[config.mk]
export PLATFORM = sky130hd
export DESIGN_NAME = i2c_master_byte_engine_flat
export DESIGN_NICKNAME = d
export VERILOG_FILES = /design/src/rtl/core/i2cm_pkg.sv /design/src/rtl/core/i2cm_if.sv /design/src/rtl/core/i2cm_front.sv /design/src/rtl/core/i2cm_queue.sv /design/src/rtl/core/i2cm_back.sv /design/src/rtl/core/i2c_master_byte_engine.sv /design/src/flat_wrapper.sv
export SDC_FILE = /design/constraint.sdc
export NUM_CORES = 1
export LEC_CHECK = 0
export BUFFER_PORTS_ARGS = -buffer_cell sky130_fd_sc_hd__buf_2
export CORE_ASPECT_RATIO = 0.5
export CORE_MARGIN = 1
export CORE_UTILIZATION = 61
export DETAILED_ROUTE_END_ITERATION = 8
export GPL_TIMING_DRIVEN = 0
export PLACE_DENSITY = 0.86
export SLEW_MARGIN = 20
export SYNTH_ARGS = -nofsm -noshare
export SYNTH_HDL_FRONTEND = slang
export SYNTH_SLANG_ARGS = --single-unit
[constraint.sdc]
create_clock -name clock -period 6.38 [get_ports clock]
set_input_delay 0.957 -clock clock [delete_from_list [all_inputs] [get_ports clock]]
set_output_delay 0.957 -clock clock [all_outputs]
set_load 0.1 [all_outputs]
[src/rtl/core/i2cm_pkg.sv]
package i2cm_pkg;

   localparam int TIMEOUT_BITS_DEF = 16;
   localparam int TIMEOUT_MAX_BITS = 16;
   localparam int ACK_TIMEOUT_BITS = 15;
   localparam logic [ACK_TIMEOUT_BITS-1:0] ACK_TIMEOUT_RESET = 15'd255;
   localparam logic [2:0] LAST_BIT = 3'd7;
   localparam int QUEUE_DEPTH = 2;
   localparam int CSR_ADDR_BITS = 3;
   localparam int CSR_DATA_BITS = 32;
   localparam logic REG_ACK_TIMEOUT = 1'b0;

   typedef enum logic [2:0] {
      CMD_IDLE  = 3'd0,
      CMD_START = 3'd1,
      CMD_STOP  = 3'd2,
      CMD_WRITE = 3'd3,
      CMD_READ  = 3'd4,
      CMD_WAIT  = 3'd5
   } cmd_type;

   // Wait ack reuses the first three: wait for low, clock high, clock low.
   typedef enum logic [2:0] {
      PH_SETUP       = 3'd0,
      PH_CLOCK       = 3'd1,
      PH_ACK_SETUP   = 3'd2,
      PH_ACK_CLOCK   = 3'd3,
      PH_ACK_RELEASE = 3'd4,
      PH_NACK_CLOCK  = 3'd5
   } phase_type;

   typedef enum logic [1:0] {
      ST_OK       = 2'd0,
      ST_TIMEOUT  = 2'd1,
      ST_UNSTABLE = 2'd2,
      ST_BUSY     = 2'd3
   } status_type;

   typedef struct packed {
      cmd_type    cmd;
      logic [7:0] data_byte;
      logic       send_ack;
      logic       sda_in;
   } entry_type;

   typedef struct packed {
      logic       scl_out;
      logic       sda_out;
      logic       busy_res;
      logic       done_res;
      logic [1:0] status;
      logic [7:0] read_byte;
   } rsp_word_type;

endpackage

[src/rtl/core/i2cm_if.sv]
interface i2cm_req_if;
   logic       valid;
   logic       ready;
   logic [2:0] req_type;
   logic [7:0] data_byte;
   logic       send_ack;
   logic       sda_in;

   modport source (output valid, req_type, data_byte, send_ack, sda_in, input ready);
   modport sink (input valid, req_type, data_byte, send_ack, sda_in, output ready);
endinterface

interface i2cm_rsp_if;
   logic       valid;
   logic       ready;
   logic       scl_out;
   logic       sda_out;
   logic       busy_res;
   logic       done_res;
   logic [1:0] status;
   logic [7:0] read_byte;

   modport source (output valid, scl_out, sda_out, busy_res, done_res, status, read_byte,
                   input ready);
   modport sink (input valid, scl_out, sda_out, busy_res, done_res, status, read_byte,
                 output ready);
endinterface

[src/rtl/core/i2cm_front.sv]
module i2cm_front
   import i2cm_pkg::*;
(
   input  logic        clock,
   input  logic        reset,
   i2cm_req_if.sink    req,
   output logic        out_valid,
   input  logic        out_ready,
   output entry_type   out_entry
);

   logic      valid_ff, valid_in;
   entry_type entry_ff, entry_in;
   cmd_type   cmd;

   assign req.ready = !valid_ff || out_ready;

   always_comb begin
      unique case (req.req_type)
         CMD_START: cmd = CMD_START;
         CMD_STOP:  cmd = CMD_STOP;
         CMD_WRITE: cmd = CMD_WRITE;
         CMD_READ:  cmd = CMD_READ;
         CMD_WAIT:  cmd = CMD_WAIT;
         default: cmd = CMD_IDLE;   // tick and unused codes
      endcase
      entry_in.cmd       = cmd;
      entry_in.data_byte = req.data_byte;
      entry_in.send_ack  = req.send_ack;
      entry_in.sda_in    = req.sda_in;
      valid_in = valid_ff;
      if (req.ready) begin
         valid_in = req.valid;
      end
   end

   always_ff @(posedge clock) begin
      if (reset) begin
         valid_ff <= 1'b0;
      end else begin
         valid_ff <= valid_in;
      end
      if (req.valid && req.ready) begin
         entry_ff <= entry_in;
      end
   end

   assign out_valid = valid_ff;
   assign out_entry = entry_ff;

endmodule

[src/rtl/core/i2cm_queue.sv]
module i2cm_queue
   import i2cm_pkg::*;
(
   input  logic      clock,
   input  logic      reset,
   input  logic      in_valid,
   output logic      in_ready,
   input  entry_type in_entry,
   output logic      out_valid,
   input  logic      out_ready,
   output entry_type out_entry
);

   localparam int PTR_BITS = (QUEUE_DEPTH > 1) ? $clog2(QUEUE_DEPTH) : 1;
   localparam int CNT_BITS = $clog2(QUEUE_DEPTH + 1);

   entry_type           slot_ff [QUEUE_DEPTH];
   logic [PTR_BITS-1:0] wr_ptr_ff, wr_ptr_in;
   logic [PTR_BITS-1:0] rd_ptr_ff, rd_ptr_in;
   logic [CNT_BITS-1:0] count_ff, count_in;
   logic                push, pop;

   assign in_ready  = count_ff < CNT_BITS'(QUEUE_DEPTH);
   assign out_valid = count_ff != '0;
   assign out_entry = slot_ff[rd_ptr_ff];
   assign push      = in_valid && in_ready;
   assign pop       = out_valid && out_ready;

   always_comb begin
      wr_ptr_in = wr_ptr_ff;
      rd_ptr_in = rd_ptr_ff;
      count_in  = count_ff;
      if (push) begin
         wr_ptr_in = (wr_ptr_ff == PTR_BITS'(QUEUE_DEPTH - 1)) ? '0 : wr_ptr_ff + 1'b1;
      end
      if (pop) begin
         rd_ptr_in = (rd_ptr_ff == PTR_BITS'(QUEUE_DEPTH - 1)) ? '0 : rd_ptr_ff + 1'b1;
      end
      if (push && !pop) begin
         count_in = count_ff + 1'b1;
      end else if (pop && !push) begin
         count_in = count_ff - 1'b1;
      end
   end

   always_ff @(posedge clock) begin
      if (reset) begin
         wr_ptr_ff <= '0;
         rd_ptr_ff <= '0;
         count_ff  <= '0;
      end else begin
         wr_ptr_ff <= wr_ptr_in;
         rd_ptr_ff <= rd_ptr_in;
         count_ff  <= count_in;
      end
      if (push) begin
         slot_ff[wr_ptr_ff] <= in_entry;
      end
   end

endmodule

[src/rtl/core/i2cm_back.sv]
module i2cm_back
   import i2cm_pkg::*;
#(
   parameter int TIMEOUT_BITS = TIMEOUT_BITS_DEF
) (
   input  logic                        clock,
   input  logic                        reset,
   input  logic [ACK_TIMEOUT_BITS-1:0] ack_timeout,
   input  logic                        in_valid,
   output logic                        in_ready,
   input  entry_type                   in_entry,
   i2cm_rsp_if.source                  rsp
);

   localparam logic [TIMEOUT_MAX_BITS-1:0] TIMEOUT_LIM =
      TIMEOUT_MAX_BITS'((32'd1 << TIMEOUT_BITS) - 32'd1);

   cmd_type               act_ff, act_in;
   phase_type             phase_ff, phase_in;
   logic [2:0]            bidx_ff, bidx_in;
   logic [7:0]            shift_ff, shift_in;
   logic [TIMEOUT_BITS-1:0] tleft_ff, tleft_in;
   logic                  ackc_ff, ackc_in;
   logic                  scl_ff, scl_in;
   logic                  sda_ff, sda_in;
   logic                  rsp_valid_ff, rsp_valid_in;
   rsp_word_type          word_ff, word;

   logic [TIMEOUT_MAX_BITS-1:0] ato_ext, tload;
   logic                  fire, finish, rejected, post_scl, post_sda;

   assign in_ready = !rsp_valid_ff || rsp.ready;
   assign fire     = in_valid && in_ready;
   assign ato_ext  = TIMEOUT_MAX_BITS'(ack_timeout);
   assign tload    = (ato_ext > TIMEOUT_LIM) ? TIMEOUT_LIM : ato_ext;

   always_comb begin
      act_in   = act_ff;
      phase_in = phase_ff;
      bidx_in  = bidx_ff;
      shift_in = shift_ff;
      tleft_in = tleft_ff;
      ackc_in  = ackc_ff;
      scl_in   = scl_ff;
      sda_in   = sda_ff;
      word     = '0;
      finish   = 1'b0;
      rejected = 1'b0;
      post_scl = 1'b0;
      post_sda = 1'b0;

      if (in_entry.cmd != CMD_IDLE) begin
         if (act_ff != CMD_IDLE) begin
            rejected = 1'b1;
         end else begin
            act_in   = in_entry.cmd;
            phase_in = PH_SETUP;
            bidx_in  = LAST_BIT;
            shift_in = (in_entry.cmd == CMD_WRITE) ? in_entry.data_byte : 8'd0;
            ackc_in  = in_entry.send_ack;
            tleft_in = tload[TIMEOUT_BITS-1:0];
         end
      end

      if (act_in != CMD_IDLE) begin
         word.busy_res = 1'b1;
         post_scl = scl_ff;
         post_sda = sda_ff;
         unique case (act_in)
            CMD_START: begin
               if (phase_in == PH_SETUP) begin
                  scl_in   = 1'b1;
                  sda_in   = 1'b1;
                  phase_in = PH_CLOCK;
               end else begin
                  scl_in   = 1'b1;
                  sda_in   = 1'b0;
                  finish   = 1'b1;
                  post_scl = 1'b0;
                  post_sda = 1'b0;
               end
            end
            CMD_STOP: begin
               scl_in   = 1'b1;
               sda_in   = 1'b0;
               finish   = 1'b1;
               post_scl = 1'b1;
               post_sda = 1'b1;
            end
            CMD_WRITE: begin
               sda_in = shift_in[bidx_in];
               if (phase_in == PH_SETUP) begin
                  scl_in   = 1'b0;
                  phase_in = PH_CLOCK;
               end else begin
                  scl_in = 1'b1;
                  if (bidx_in == 3'd0) begin
                     finish   = 1'b1;
                     post_scl = 1'b0;
                     post_sda = 1'b1;
                  end else begin
                     bidx_in  = bidx_in - 3'd1;
                     phase_in = PH_SETUP;
                  end
               end
            end
            CMD_READ: begin
               unique case (phase_in)
                  PH_SETUP: begin
                     scl_in   = 1'b0;
                     phase_in = PH_CLOCK;
                  end
                  PH_CLOCK: begin
                     scl_in   = 1'b1;
                     shift_in = {shift_in[6:0], in_entry.sda_in};
                     if (bidx_in == 3'd0) begin
                        phase_in = PH_ACK_SETUP;
                     end else begin
                        bidx_in  = bidx_in - 3'd1;
                        phase_in = PH_SETUP;
                     end
                  end
                  PH_ACK_SETUP: begin
                     scl_in   = 1'b0;
                     phase_in = ackc_in ? PH_ACK_CLOCK : PH_NACK_CLOCK;
                  end
                  PH_ACK_CLOCK: begin
                     scl_in   = 1'b1;
                     sda_in   = 1'b0;
                     phase_in = PH_ACK_RELEASE;
                  end
                  default: begin
                     // release after ACK, or clock the NACK with SDA high
                     scl_in         = (phase_in != PH_ACK_RELEASE);
                     sda_in         = 1'b1;
                     finish         = 1'b1;
                     post_scl       = 1'b0;
                     post_sda       = 1'b1;
                     word.read_byte = shift_in;
                  end
               endcase
            end
            CMD_WAIT: begin
               unique case (phase_in)
                  PH_SETUP: begin
                     if (tleft_in == '0) begin
                        finish      = 1'b1;
                        word.status = ST_TIMEOUT;
                     end else begin
                        tleft_in = tleft_in - 1'b1;
                        if (!in_entry.sda_in) begin
                           phase_in = PH_CLOCK;
                        end
                     end
                  end
                  PH_CLOCK: begin
                     scl_in   = 1'b1;
                     post_scl = 1'b1;
                     post_sda = sda_in;
                     if (in_entry.sda_in) begin
                        finish      = 1'b1;
                        word.status = ST_UNSTABLE;
                     end else begin
                        phase_in = PH_ACK_SETUP;
                     end
                  end
                  default: begin
                     scl_in   = 1'b0;
                     finish   = 1'b1;
                     post_scl = 1'b0;
                     post_sda = sda_in;
                  end
               endcase
            end
            default: ;
         endcase
      end

      word.scl_out = scl_in;
      word.sda_out = sda_in;

      if (finish) begin
         word.done_res = 1'b1;
         scl_in   = post_scl;
         sda_in   = post_sda;
         act_in   = CMD_IDLE;
         phase_in = PH_SETUP;
         bidx_in  = LAST_BIT;
      end
      if (rejected) begin
         word.status = ST_BUSY;
      end

      rsp_valid_in = rsp_valid_ff;
      if (fire) begin
         rsp_valid_in = 1'b1;
      end else if (rsp.ready) begin
         rsp_valid_in = 1'b0;
      end
   end

   always_ff @(posedge clock) begin
      if (reset) begin
         act_ff       <= CMD_IDLE;
         phase_ff     <= PH_SETUP;
         bidx_ff      <= LAST_BIT;
         shift_ff     <= '0;
         tleft_ff     <= '0;
         ackc_ff      <= 1'b0;
         scl_ff       <= 1'b1;
         sda_ff       <= 1'b1;
         rsp_valid_ff <= 1'b0;
      end else begin
         rsp_valid_ff <= rsp_valid_in;
         if (fire) begin
            act_ff   <= act_in;
            phase_ff <= phase_in;
            bidx_ff  <= bidx_in;
            shift_ff <= shift_in;
            tleft_ff <= tleft_in;
            ackc_ff  <= ackc_in;
            scl_ff   <= scl_in;
            sda_ff   <= sda_in;
         end
      end
      if (fire) begin
         word_ff <= word;
      end
   end

   assign rsp.valid     = rsp_valid_ff;
   assign rsp.scl_out   = word_ff.scl_out;
   assign rsp.sda_out   = word_ff.sda_out;
   assign rsp.busy_res  = word_ff.busy_res;
   assign rsp.done_res  = word_ff.done_res;
   assign rsp.status    = word_ff.status;
   assign rsp.read_byte = word_ff.read_byte;

endmodule

[src/rtl/core/i2c_master_byte_engine.sv]
// channel | dir | handshake     | word
// req     | in  | valid/ready   | req_type, data_byte, send_ack, sda_in (one bus slot)
// rsp     | out | valid/ready   | scl_out, sda_out, busy_res, done_res, status, read_byte
// csr     | in  | APB, pready=1 | ack_timeout at byte address 0
//
// One word per clock sustained while rsp is not stalled; the back end executes one
// bus slot per cycle while it accepts words. A word accepted on req passes the
// classify register, two-entry queue and result register before rsp shows it valid.
// Synchronous active-high reset; no clearing pass. Either side may stall
// independently, the queue and result register absorb the difference.
module i2c_master_byte_engine
   import i2cm_pkg::*;
#(
   parameter int TIMEOUT_BITS = TIMEOUT_BITS_DEF
) (
   input  logic                     clock,
   input  logic                     reset,
   i2cm_req_if.sink                 req,
   i2cm_rsp_if.source               rsp,
   input  logic                     psel,
   input  logic                     penable,
   input  logic                     pwrite,
   input  logic [CSR_ADDR_BITS-1:0] paddr,
   input  logic [CSR_DATA_BITS-1:0] pwdata,
   output logic [CSR_DATA_BITS-1:0] prdata,
   output logic                     pready
);

   logic [ACK_TIMEOUT_BITS-1:0] ato_ff;
   logic                        f_valid, f_ready, q_valid, q_ready;
   entry_type                   f_entry, q_entry;

   assign pready = 1'b1;
   assign prdata = (paddr[2] == REG_ACK_TIMEOUT) ? CSR_DATA_BITS'(ato_ff) : '0;

   always_ff @(posedge clock) begin
      if (reset) begin
         ato_ff <= ACK_TIMEOUT_RESET;
      end else if (psel && penable && pwrite && (paddr[2] == REG_ACK_TIMEOUT)) begin
         ato_ff <= pwdata[ACK_TIMEOUT_BITS-1:0];
      end
   end

   i2cm_front u_front (
      .clock     (clock),
      .reset     (reset),
      .req       (req),
      .out_valid (f_valid),
      .out_ready (f_ready),
      .out_entry (f_entry)
   );

   i2cm_queue u_queue (
      .clock     (clock),
      .reset     (reset),
      .in_valid  (f_valid),
      .in_ready  (f_ready),
      .in_entry  (f_entry),
      .out_valid (q_valid),
      .out_ready (q_ready),
      .out_entry (q_entry)
   );

   i2cm_back #(
      .TIMEOUT_BITS (TIMEOUT_BITS)
   ) u_back (
      .clock       (clock),
      .reset       (reset),
      .ack_timeout (ato_ff),
      .in_valid    (q_valid),
      .in_ready    (q_ready),
      .in_entry    (q_entry),
      .rsp         (rsp)
   );

endmodule
[src/flat_wrapper.sv]
// flat-port wrapper written by rule: the top's interface ports become plain ports
module i2c_master_byte_engine_flat import i2cm_pkg::*;
#(
   parameter int TIMEOUT_BITS = TIMEOUT_BITS_DEF
)
  (clock, reset, psel, penable, pwrite, paddr, pwdata, prdata, pready, req_valid, req_req_type, req_data_byte, req_send_ack, req_sda_in, req_ready, rsp_valid, rsp_scl_out, rsp_sda_out, rsp_busy_res, rsp_done_res, rsp_status, rsp_read_byte, rsp_ready);
  i2cm_req_if req_i ();
  i2cm_rsp_if rsp_i ();
  input  logic clock;
  input  logic reset;
  input  logic psel;
  input  logic penable;
  input  logic pwrite;
  input  logic [CSR_ADDR_BITS-1:0] paddr;
  input  logic [CSR_DATA_BITS-1:0] pwdata;
  output logic [CSR_DATA_BITS-1:0] prdata;
  output logic pready;
  input wire logic [$bits(req_i.valid)-1:0] req_valid;
  input wire logic [$bits(req_i.req_type)-1:0] req_req_type;
  input wire logic [$bits(req_i.data_byte)-1:0] req_data_byte;
  input wire logic [$bits(req_i.send_ack)-1:0] req_send_ack;
  input wire logic [$bits(req_i.sda_in)-1:0] req_sda_in;
  output wire logic [$bits(req_i.ready)-1:0] req_ready;
  output wire logic [$bits(rsp_i.valid)-1:0] rsp_valid;
  output wire logic [$bits(rsp_i.scl_out)-1:0] rsp_scl_out;
  output wire logic [$bits(rsp_i.sda_out)-1:0] rsp_sda_out;
  output wire logic [$bits(rsp_i.busy_res)-1:0] rsp_busy_res;
  output wire logic [$bits(rsp_i.done_res)-1:0] rsp_done_res;
  output wire logic [$bits(rsp_i.status)-1:0] rsp_status;
  output wire logic [$bits(rsp_i.read_byte)-1:0] rsp_read_byte;
  input wire logic [$bits(rsp_i.ready)-1:0] rsp_ready;
  assign req_i.valid = req_valid;
  assign req_i.req_type = req_req_type;
  assign req_i.data_byte = req_data_byte;
  assign req_i.send_ack = req_send_ack;
  assign req_i.sda_in = req_sda_in;
  assign req_ready = req_i.ready;
  assign rsp_valid = rsp_i.valid;
  assign rsp_scl_out = rsp_i.scl_out;
  assign rsp_sda_out = rsp_i.sda_out;
  assign rsp_busy_res = rsp_i.busy_res;
  assign rsp_done_res = rsp_i.done_res;
  assign rsp_status = rsp_i.status;
  assign rsp_read_byte = rsp_i.read_byte;
  assign rsp_i.ready = rsp_ready;
  i2c_master_byte_engine #(.TIMEOUT_BITS(TIMEOUT_BITS)) u_core (.clock(clock), .reset(reset), .req(req_i), .rsp(rsp_i), .psel(psel), .penable(penable), .pwrite(pwrite), .paddr(paddr), .pwdata(pwdata), .prdata(prdata), .pready(pready));
endmodule
### Yosys cells after proc, flatten, opt, wreduce, memory -nomap -nowiden

Memories as Yosys holds them, arrays and structs flattened. A register that Yosys moved wholly into a read port is not among the register bits.
Index checks and enable logic that the tools add are counted.

| operators by class | value |
|---|---|
| $add $sub $neg | 6 |
| order comparisons | 3 |
| reductions and logical operators | 31 |
| muxes and demuxes | 96 |
| eq/ne operators | 21 |
| bitwise operators | 3 |

Operators with widths:

| cell | count |
|---|---|
| $mux W16 | 7 |
| $mux W8 | 8 |
| $mux W3 | 21 |
| $mux W1 | 37 |
| $pmux W3 S4 | 2 |
| $eq A3 B2 Y1 const B | 7 |
| $gt A15 B16 Y1 const B | 1 |
| $logic_not A16 Y1 | 1 |
| $ne A4 B4 Y1 const B | 4 |
| $sub A16 B1 Y16 const B | 1 |
| $mux W15 | 1 |
| $pmux W3 S5 | 1 |
| $eq A3 B3 Y1 const B | 4 |
| $pmux W1 S4 | 3 |
| $pmux W3 S2 | 2 |
| $reduce_and A6 Y1 | 2 |
| $mux W10 | 1 |
| $mux W2 | 5 |
| $pmux W1 S5 | 2 |
| $eq A3 B1 Y1 const B | 3 |
| $reduce_bool A3 Y1 | 3 |
| $logic_and A1 B1 Y1 | 8 |
| $pmux W1 S2 | 4 |
| $ne A7 B2 Y1 const B | 1 |
| other kinds (19) | 31 |

| storage, ports and cells | value |
|---|---|
| memories | 1 |
| memory bits (writable) | 26 |
| logic and storage cells | 185 |
| bits in registers | 84 |
| output and inout port bits | 49 |

Memory list:

| name | depth | width | read ports | clocked after memory_dff | wr ports | RTL line | text |
|---|---|---|---|---|---|---|---|
| u_core.u_queue.slot_ff | 2 | 13 | 1 | 1 | 1 | i2cm_queue.sv:17 | `entry_type slot_ff [QUEUE_DEPTH];` |

### Depth between registers and ports, before layout

Gate-level depths: netlist of the first run.

| depth | value |
|---|---|
| word-level depth | 11 |
| depth in mapped cells | 16 |
| depth with buffers taken out | 11 |

### Cells and area by module

Synthesis of the first run repeated with hierarchy kept, for this count alone.

| second synthesis, totals | value |
|---|---|
| cell total of the unflattened synthesis | 669 |
| area total of the unflattened synthesis | 6,381.1 µm² |

Modules (own cells, without submodules):

| module | instances | cells each | area each (µm²) | seq. area each (µm²) |
|---|---|---|---|---|
| i2cm_back | 1 | 483 | 3,866.2 | 1,161.1 |
| i2cm_queue | 1 | 63 | 1,146.1 | 880.8 |
| i2c_master_byte_engine | 1 | 102 | 903.4 | 300.3 |
| i2cm_front | 1 | 21 | 465.4 | 410.4 |

### Worst setup path before layout of the first run

OpenSTA, ideal clock, no wires.

| timing path | value |
|---|---|
| path kind | reg2reg |
| from | register u_core.u_back.act_ff[1] |
| to | register u_core.u_back.sda_ff |
| stages on the path, launching flop included | 16 |
| slack | 2,897 ps |
| data required time | 6,260 ps |
| arrival time | 3,363 ps |
| buffers on the path | 4 |
| clock period less this slack | 3,483 ps |
| library setup time | 120 ps |
| path through | dfxtp_1 -> buf_6 -> or3_1 -> buf_2 -> nor3_4 -> buf_4 -> buf_4 -> mux2i_1 -> ha_1 -> nor4b_1 -> nand4_1 -> a21oi_2 -> nor2_1 -> o31ai_1 -> a211oi_1 -> a211o_1 |

| on the way | value |
|---|---|
| word-level cells in the longest chain between the ends | 10 |

RTL lines:

| element | RTL line | text |
|---|---|---|
| start, declared | i2cm_back.sv:18 | `cmd_type act_ff, act_in;` |
| start signal, assigned | i2cm_back.sv:216 | `act_ff <= act_in;` |
| $reduce_bool A3 Y1 | i2cm_back.sv:53 | `if (act_ff != CMD_IDLE) begin` |
| $mux W16 or $mux W3 (tied branches) | i2cm_back.sv:53 |  |
| $mux W16 or $mux W3 (tied branches) | i2cm_back.sv:52 | `if (in_entry.cmd != CMD_IDLE) begin` |
| $logic_not A16 Y1, or another cell as far along | i2cm_back.sv:146 | `if (tleft_in == '0) begin` |
| $mux W1, or another cell as far along | i2cm_back.sv:146 |  |
| $pmux W1 S2, or another cell as far along | i2cm_back.sv:144 | `unique case (phase_in)` |
| $pmux W1 S5 | i2cm_back.sv:69 | `unique case (act_in)` |
| $mux W1 | i2cm_back.sv:65 | `if (act_in != CMD_IDLE) begin` |
| $ne A6 B2 Y1 (no source line) or $ne A4 B4 Y1 (tied branches) | -- |  |
| $reduce_and A6 Y1 (no source line) | -- |  |
| end signal, assigned | i2cm_back.sv:223 | `sda_ff <= sda_in;` |
| end, declared | i2cm_back.sv:25 | `logic sda_ff, sda_in;` |

Several ways; a longest one is shown, not always the timed one. The select of a mux whose other input is x is not followed.
A chain may end at the register's enable or synchronous reset.

### Final worst setup path of the first run

Ends and elaborated chain as after synthesis.

==> metrics.md, run 1 <==
| Metric | Value |
|---|---|
| Total negative slack | 0 ps |
| GR Overflow Total | 0 |
| Most frequent cells in the layout | nand2_1 (85), buf_2 (75), a21oi_1 (64) |
| Most common cell after layout, fill and taps aside | nand2_1 |
| Die Y | 73.1 um |
| DRC errors left | 0 |
| Clock root buffer | clkbuf_16 |
| Max_cap viols | 0 |
| Number of synthesized flops with an enable pin | 53 |
| Synthesized area | 6170 sq um |
| Post-detail-place hpwl | 12000 um |
| Crit-path slowest cell | nor3_4 |
| Core area | 9630 sq um |
| Switching pwr | 0.00179 W |
| Combinational group share of total power | 55.5% |
| Flops & latches, synth | 111 |
| Pin count of the biggest net entering global routing | 24 |
| Inserted Clock Buffers | 9 |
| Internal Power | 0.00175 W |
| Placed Cells incl. Taps | 888 |
| Worst slew pin tran | 1050 ps |
| Avg Cell Area, Syn | 9.20 sq um |
| Final-stage net count | 826 |
| Status | complete, no violations |
| Delay of the slowest critical-path stage | 410 ps |
| P_leak | 2.70 nW |
| Simple-gate share of the synthesized area | 22.9% |
| CTS tree | done |
| # diodes | 0 |
| First-pass GRT wire length | 26200 um |
| Ys flop type | dfxtp_1 |
| CP arrival | 4490 ps |
| Initial drt markers | 852 |
| Starting Density | 64.1% |
| RSZ-0062 raised after global routing | no |
| Post-synthesis xor/xnor area fraction | 0.568% |
| Compound-Gate Fraction of Synth Area | 18.5% |
| CP dominant cell by count | buf_4 |
| Asr flop ratio synth | 0% |
| Layout cells sized above 1 | 19.0% |
| GR Util All Layers | 32.9% |
| Period minus WS final | 4240 ps |
| Synthesized instance count | 671 |
| Critical Path Sink Type | register |
| Main combinational cell family by area after synthesis | simple AND/OR/NAND/NOR gates |
| Initial antenna violation count | 0 |
| FP Rows | 25 |
| Fmax | 236 MHz |
| Clock-pin transition on the worst setup and hold timing paths | 80 ps |
| Critical Path, Cell by Cell | buf_6, or3_1, buf_2, nor3_4, buf_4, buf_4, mux2i_1, ha_1, nor4b_1, nand4_1, a21oi_2, nor2_1, o31ai_1, a211oi_1, a211o_1 |
| Pre-antenna DRT Iters | 5 |
| Setup Crit Path Kind | reg -> reg |
| Clock Power Share | 16.4% |
| Worst min-delay path category | reg -> reg |
| Layout Skew | 10.4 ps |
| Syn. warnings | 0 |
| Total Wirelength | 16500 um |
| Hold_buf cts | 0 |
| WP buf/inv | 4 |
| Clk_lat worst skew | 360 ps |
| I/O pin cnt | 104 |
| Startpoint types | register |
| Post-synthesis adder-cell area fraction | 1.42% |
| Top delay family on crit path | simple AND/OR/NAND/NOR gates |
| Final period util | 66.5% |
| Port bufs | 66 |
| Sw Share | 50.6% |
| Clk buf depth | 2 |
| Routed Antenna Nets | 0 |
| Area delta synth->final | 14.1% |
| CTS HTree Levels | 3 |
| Routed WL per cell | 18.3 um |
| Seq pwr share | 28.1% |
| Worst EP required | 6630 ps |
| VDD IR-drop max | 0.192 mV |
| Post-Layout Cell Count | 904 |
| Multiplexer area fraction after synthesis | 5.68% |
| Hold Violations, Final | 0 |
| Die extent in x | 144 um |
| Post-DR vias/cell | 6.20 |
| Total number of vias | 5602 |
| Synth unique cells | 77 |
| Clock sink count | 111 |
| Rel. slew slack | 29.4% |
| RePlAce Congestion | 0.937 |
| Setup violations, final | 0 |
| Power per Cell Area | 503 nW/um^2 |
| CTS resizes | 0 |
| Postcts setup bufs | 0 |
| Slew Limit Fails | 0 |
| Vias in the first global route | 5161 |
| Die ar. | 10500 sq um |
| Sequential element share of the synthesized area | 44.6% |
| Crit path max fanout | 10 |
==> cell usage after synthesis, types with 5 or more instances <==
| cell | count | area (sq um) |
|---|---|---|
| nand3_1 | 11 | 55.1 |
| o22ai_1 | 5 | 31.3 |
| nor4_1 | 8 | 50.1 |
| or3_1 | 6 | 37.5 |
| edfxtp_1 | 53 | 1590 |
| o211ai_1 | 5 | 37.5 |
| buf_4 | 21 | 158 |
| a31oi_1 | 10 | 62.6 |
| o21ai_0 | 33 | 165 |
| a21o_1 | 6 | 45.0 |
| nor3_1 | 18 | 90.1 |
| ha_1 | 7 | 87.6 |
| nand2_1 | 85 | 319 |
| nor2_1 | 57 | 214 |
| mux2_2 | 6 | 67.6 |
| clkbuf_1 | 25 | 93.8 |
| nor2b_1 | 20 | 125 |
| mux2i_1 | 26 | 260 |
| inv_1 | 13 | 48.8 |
| a21oi_1 | 64 | 320 |
| a211oi_1 | 6 | 45.0 |
| dfxtp_1 | 58 | 1160 |
| buf_2 | 9 | 45.0 |
| o31ai_1 | 7 | 52.6 |
| nand4_1 | 7 | 43.8 |
| nand3b_1 | 10 | 75.1 |
==> final cells by class <==
class	instances	area, sq um
Buffer	59	335
Clock buffer	10	239
Clock inverter	6	70.1
Fill cell	735	2590
Inverter	13	48.8
Multi-Input combinational cell	504	3100
Sequential cell	111	2750
Tap cell	135	169
Timing Repair Buffer	66	330
==> state kept, by name (all words and copies together), names as in the netlist, 2 cells and up, named ones only <==
| register | flops |
|---|---|
| u_core.ato_ff | 15 |
| u_core.u_back.act_ff | 3 |
| u_core.u_back.bidx_ff | 3 |
| u_core.u_back.phase_ff | 3 |
| u_core.u_back.rsp.read_byte | 8 |
| u_core.u_back.rsp.status | 2 |
| u_core.u_back.shift_ff | 8 |
| u_core.u_back.tleft_ff | 16 |
| u_core.u_front.out_entry | 13 |
| u_core.u_queue.count_ff | 2 |
| u_core.u_queue.slot_ff | 26 |
==> cells by family (layout without fill, tap and decap cells) <==
| family | after synthesis | in the layout |
|---|---|---|
| fa+ha+maj | 7 | 7 |
| flops | 111 | 111 |
| other cells | 2 | 18 |
| xor+xnor | 4 | 4 |
| buf+inv | 72 | 154 |
| simple gates | 264 | 264 |
| compound gates | 178 | 178 |
| mux | 33 | 33 |
==> power by group through the flow <==
stage                     clock network (W)  registers [W]  logic (W)
after floorplan                           0        0.00129    0.00118
after global routing               0.000612        0.00101    0.00210
after detailed placement                  0        0.00101    0.00191
after global placement                    0       0.000997    0.00188
final                              0.000581       0.000993    0.00197
after CTS                          0.000589       0.000991    0.00192
==> final timing paths <==
path / end / slack [ps] / start / cells past startpoint
setup / recovery: u_core.u_back.sda_ff / 2140 / u_core.u_back.act_ff[1] / 15
hold / removal: u_core.u_queue.slot_ff[1][7] / 450 / u_core.u_front.out_entry[7] / 0
setup reg to reg: u_core.u_back.sda_ff / 2140 / u_core.u_back.act_ff[1] / 15
hold reg to reg: u_core.u_queue.slot_ff[1][7] / 450 / u_core.u_front.out_entry[7] / 0
==> per-stage QoR <==
stage | instance area [sq um] | hold slack [ps] | power (W) | worst slack (ps) | utilization, %
after floorplan | 6230 | 421 | 0.00246 | 2900 | -
after global placement | 6730 | 423 | 0.00288 | 2250 | 69.9
after detailed placement | 6730 | 430 | 0.00291 | 2250 | 69.9
after CTS | 7040 | 449 | 0.00349 | 2190 | 73.1
after global routing | 7040 | 453 | 0.00372 | 1850 | 73.1
final | 7040 | 449 | 0.00354 | 2140 | 73.1
==> layer usage <==
layer / wire length (um) / vias to the layer above / GRT usage [%]
met5: 0 / - / 0
met4: 325 / 0 / 11.6
met3: 1670 / 42 / 7.02
met2: 7370 / 353 / 52.9
met1: 7190 / 2579 / 44.4
li1: - / 2628 / -
No activity file was read; power rests on OpenSTA's default activity.
==> run 2, diff against run 1 <==
CORE_UTILIZATION = 57   (was 61)
PLACE_DENSITY = 0.81   (was 0.86)
clock period = 4.3 ns   (was 6.38 ns; I/O delays follow)
==> run 2 against run 1 <==
Net effect:
- die area is 6.9% higher
- power is 51% higher
- critical path depth is 2 lower
- critical path type unchanged
==> metrics.md, run 2 (synthesized netlist as in run 1, its figures left out) <==
| Metric | Value |
|---|---|
| # diodes | 0 |
| Setup Crit Path Kind | reg -> reg |
| Clock Power Share | 16.1% |
| Total number of vias | 5638 |
| Power Total | 0.00536 W |
| Final Core Density | 68.3% |
| Final worst setup slack | 242 ps |
| Hold_buf cts | 0 |
| Final-stage net count | 831 |
| Die Y | 75.6 um |
| Critical Path Sink Type | register |
| Port bufs | 66 |
| Layout Skew | 6.76 ps |
| Combinational group share of total power | 56.4% |
| CTS HTree Levels | 3 |
| Power per Cell Area | 755 nW/um^2 |
| Max reg flops | 26 |
| Crit path max fanout | 10 |
| Post-DR vias/cell | 6.17 |
| I/O pin cnt | 104 |
| Hold Slack | 452 ps |
| Clock-pin transition on the worst setup and hold timing paths | 80 ps |
| Clock root buffer | clkbuf_16 |
| Most frequent cells in the layout | nand2_1 (85), buf_2 (75), a21oi_1 (64) |
| CP startpoint | u_core.u_queue.slot_ff[0][11] |
| Vias in the first global route | 4991 |
| Setup violations, final | 0 |
| Hold Violations, Final | 0 |
| Clk buf depth | 2 |
| Status | complete, no violations |
| Final period util | 94.4% |
| Core area | 10400 sq um |
| Routed WL per cell | 18.3 um |
| GR Util All Layers | 30.4% |
| Sw Share | 50.6% |
| CTS tree | done |
| Total Wirelength | 16800 um |
| Critical Path End | u_core.u_back.tleft_ff[12] |
| Starting Density | 59.5% |
| GR Overflow Total | 0 |
| Most common cell after layout, fill and taps aside | nand2_1 |
| RR Endpoint | u_core.u_back.tleft_ff[12] |
| R2R Path Start | u_core.u_queue.slot_ff[0][11] |
| Period minus WS final | 4060 ps |
| Seq pwr share | 27.5% |
| Die extent in x | 149 um |
| First-pass GRT wire length | 25800 um |
| Worst reg-to-reg setup slack | 240 ps |
| Pre-antenna DRT Iters | 5 |
| Internal Power | 0.00264 W |
| P_leak | 2.72 nW |
| Fmax | 246 MHz |
| Top Registers | u_core.u_queue.slot_ff (26), u_core.u_back.tleft_ff (16), u_core.ato_ff (15) |
| CP arrival | 4270 ps |
| Pin count of the biggest net entering global routing | 24 |
| Initial drt markers | 714 |
| FP Rows | 26 |
| R2R depth | 13 |
| Startpoint types | register |
| Layout cells sized above 1 | 19.8% |
| Slew Limit Fails | 0 |
| Setup slack after placement | 140 ps |
| Routed Antenna Nets | 0 |
| DRC errors left | 0 |
| Worst slew pin tran | 1070 ps |
| Reg with most FFs | u_core.u_queue.slot_ff |
| Area delta synth->final | 14.9% |
| Switching pwr | 0.00271 W |
| Worst min-delay path category | reg -> reg |
| VDD IR-drop max | 0.287 mV |
| Worst EP required | 4510 ps |
| Die ar. | 11300 sq um |
| Clk_lat worst skew | 360 ps |
| Post-detail-place hpwl | 12200 um |
| Rel. slew slack | 27.9% |
| RePlAce Congestion | 0.971 |
| Inserted Clock Buffers | 9 |
| Initial antenna violation count | 0 |
| Clock sink count | 111 |
| Total negative slack | 0 ps |
| Max_cap viols | 0 |
-- run 2: cell types whose count changed in the layout (fill, tap and decap cells not counted) --
cell | previous run | this run
buf_4 | 21 | 26
clkbuf_8 | 1 | 0
clkinv_2 | 0 | 1
clkinv_4 | 1 | 0
inv_12 | 0 | 1
inv_6 | 0 | 1
inv_8 | 4 | 3
mux2i_1 | 26 | 24
mux2i_2 | 0 | 2
-- run 2: per-layer routing --
layer / vias to the layer above / share of wire (%) / global-route usage (%)
li1: 2648 / - / -
met1: 2619 / 45 / 42.4
met2: 339 / 44 / 49.5
met3: 32 / 9.5 / 5.03
met4: 0 / 1.5 / 8.84
met5: - / 0 / 0
-- run 2: how the worst min path moves through the flow --
stage / startpoint / end / depth (start not counted)
6_report: u_core.u_front.out_entry[1] / u_core.u_queue.slot_ff[1][1] / 0
5_1_grt: req_data_byte[5] / u_core.u_front.out_entry[7] / 1
4_1_cts: req_data_byte[7] / u_core.u_front.out_entry[9] / 1
3_5_place_dp: u_core.u_front.out_entry[1] / u_core.u_queue.slot_ff[0][1] / 0
3_3_place_gp: u_core.u_front.out_entry[5] / u_core.u_queue.slot_ff[0][5] / 0
2_1_floorplan: u_core.u_front.out_entry[0] / u_core.u_queue.slot_ff[0][0] / 0
-- run 2: worst max-delay path: stages, from the launching register on --
cell and delay (ps):
edfxtp_1 490, nor4_2 700, nor3_4 70, buf_4 220, buf_4 210, mux2i_2 190, ha_1 250, nor2b_1 160
and4b_1 240, o31a_1 310, nor4b_4 450, a31oi_1 160, a311oi_1 360, a2111oi_1 100
-- run 2: power by group through the flow --
stage               clock network (W)  registers [W]  logic, W
detailed placement                  0        0.00149   0.00285
CTS                          0.000867        0.00147   0.00286
global placement                    0        0.00148   0.00281
floorplan                           0        0.00191   0.00175
finish                       0.000863        0.00147   0.00302
global route                 0.000908        0.00150   0.00320
-- run 2: repair_timing --
action / CTS / global route
buffers inserted: 0 / 5
setup endpoints to repair: 0 / 8
gates resized for setup: 0 / 2
-- run 2: area by class of cell --
class,count,area (sq um)
buffer,59,335
clock buffer,9,225
clock inverter,7,80.1
fill,859,3290
inverter,13,48.8
multi-input combinational,504,3110
sequential,111,2750
tap,140,175
timing repair buffer,71,368
-- run 2: per-stage QoR --
stage | cells | area, sq um
detailed placement | 893 | 6740
global placement | 893 | 6740
finish | 914 | 7090
CTS | 909 | 7040
global route | 914 | 7090
floorplan | 687 | 6230
==> run 3, diff against run 2 <==
REMOVE_ABC_BUFFERS = 1   (was unset)
==> run 3 against run 2 <==
Net effect:
- worst hold slack lost 1.9 ps
- die area did not move
- design area down 3.5%
- sequential cell count unchanged
- critical path type unchanged
- critical endpoint is now u_core.u_back.sda_ff
- highest routed layer unchanged
==> metrics.md, run 3 (synthesized netlist as in run 1, its figures left out) <==
| Metric | Value |
|---|---|
| Status | complete, no violations |
| Initial drt markers | 573 |
| Critical Path Sink Type | register |
| DP Area | 6500 sq um |
| Highest Signal Layer | met4 |
| Hold Slack | 450 ps |
| Startpoint types | register |
| Clk buf depth | 2 |
| Setup Crit Path Kind | reg -> reg |
| RSZ-0062 raised after global routing | no |
| Total Wirelength | 14200 um |
| Placed Cells incl. Taps | 838 |
| Worst min-delay path category | reg -> reg |
| Most frequent cells in the layout | nand2_1 (85), buf_2 (66), a21oi_1 (64) |
| Post-route cell area | 6840 sq um |
| Die ar. | 11300 sq um |
| Clock-pin transition on the worst setup and hold timing paths | 80 ps |
| WL met2 | 6460 um |
| RePlAce Congestion | 0.919 |
| Sw Share | 49.2% |
| Met1 wire length | 6400 um |
| Internal Power | 0.00259 W |
| Max_cap viols | 0 |
| FP Rows | 26 |
| # fillers | 835 |
| Power per Cell Area | 745 nW/um^2 |
| GR Overflow Total | 0 |
| Fmax | 256 MHz |
| R2R Path Start | u_core.u_back.act_ff[0] |
| CP arrival | 4150 ps |
| Combinational group share of total power | 53.3% |
| I/O pin cnt | 104 |
| Seq pwr share | 30.1% |
| VDD IR-drop max | 0.316 mV |
| Worst EP required | 4550 ps |
| Die extent in x | 149 um |
| Area delta synth->final | 10.8% |
| P_leak | 2.55 nW |
| Hold Violations, Final | 0 |
| Min-delay src | u_core.u_front.out_entry[7] |
| Post-DR vias/cell | 6.14 |
| DRC errors left | 0 |
| Pin count of the biggest net entering global routing | 58 |
| Setup violations, final | 0 |
| Core area | 10400 sq um |
| Clock root buffer | clkbuf_16 |
| # diodes | 0 |
| Final period util | 90.8% |
| Vias in the first global route | 4657 |
| Clock sink count | 111 |
| Die Y | 75.6 um |
| Clk_lat worst skew | 360 ps |
| Most common cell after layout, fill and taps aside | nand2_1 |
| Post-Layout Cell Count | 858 |
| Starting Density | 59.5% |
| GR Util All Layers | 25.8% |
| Power Total | 0.00510 W |
| Reg with most FFs | u_core.u_queue.slot_ff |
| Post-detail-place hpwl | 9740 um |
| Slew Limit Fails | 0 |
| Initial antenna violation count | 0 |
| Clock Power Share | 16.6% |
| Port bufs | 66 |
| Rel. slew slack | 28.8% |
| Switching pwr | 0.00251 W |
| Top Registers | u_core.u_queue.slot_ff (26), u_core.u_back.tleft_ff (16), u_core.ato_ff (15) |
| First-pass GRT wire length | 22600 um |
| CTS HTree Levels | 3 |
| CP startpoint | u_core.u_back.act_ff[0] |
| Layout cells sized above 1 | 17.3% |
| Routed Antenna Nets | 0 |
| Final-stage net count | 775 |
| Met3 routed WL | 1140 um |
| CTS tree | done |
| Worst slew pin tran | 1070 ps |
| Total number of vias | 5270 |
| Max reg flops | 26 |
| Final Core Density | 65.9% |
| Routed WL per cell | 16.6 um |
| Period minus WS final | 3900 ps |
| Inserted Clock Buffers | 9 |
| Pre-antenna DRT Iters | 5 |
| Layout Skew | 9.49 ps |
| Crit path max fanout | 16 |
==> run 3: critical path: stages, from the launching register on <==
cell and delay, ps:
dfxtp_1 420, or3_1 560, nor3_4 350, buf_8 220, mux2i_1 340, ha_1 290, nor4b_1 240, nand4_1 200
a21oi_2 340, nor2_1 90, o31ai_1 380, a211oi_1 90, a211o_1 280
==> run 3: through the flow <==
stage	setup TNS [ps]	setup slack, ps
6_report	0	395
3_3_place_gp	-72760	-2000
2_1_floorplan	0	248
5_1_grt	0	156
3_5_place_dp	-531	-137
4_1_cts	0	152
==> run 3: final cells by class <==
class | count | area [sq um] | area share [%]
multi-input combinational | 504 | 3120 | 45.5
timing repair buffer | 74 | 442 | 6.46
clock inverter | 7 | 81.3 | 1.19
sequential | 111 | 2750 | 40.3
tap | 140 | 175 | 2.56
inverter | 13 | 48.8 | 0.713
clock buffer | 9 | 225 | 3.29
==> run 3: worst paths after layout <==
check | slack (ps) | to | depth (start not counted)
worst min-delay path | 450 | u_core.u_queue.slot_ff[1][7] | 0
worst max-delay path | 400 | u_core.u_back.sda_ff | 12
worst min register to register | 450 | u_core.u_queue.slot_ff[1][7] | 0
worst max register to register | 400 | u_core.u_back.sda_ff | 12
==> run 3: power by group through the flow <==
stage                     Sequential [W]  Combinational, W  Clock, W
after floorplan                  0.00196           0.00154         0
after global placement           0.00154           0.00247         0
after detailed placement         0.00155           0.00261         0
after CTS                        0.00153           0.00263  0.000852
after global routing             0.00156           0.00292  0.000891
final                            0.00153           0.00272  0.000848
==> run 3: per-layer routing <==
| metal | vias up | global-route usage [%] |
|---|---|---|
| li1 | 2522 | - |
| met3 | 29 | 5.09 |
| met2 | 226 | 43.7 |
| met5 | - | 0 |
| met1 | 2493 | 33.9 |
| met4 | 0 | 8.50 |
==> run 3: repair_timing <==
item / in CTS / in global routing
endpoints found under the setup margin: 7 / 5
resized for setup: 2 / 0
setup buffers: 0 / 4
pin swaps: 0 / 1
hold buffers: 0 / 0
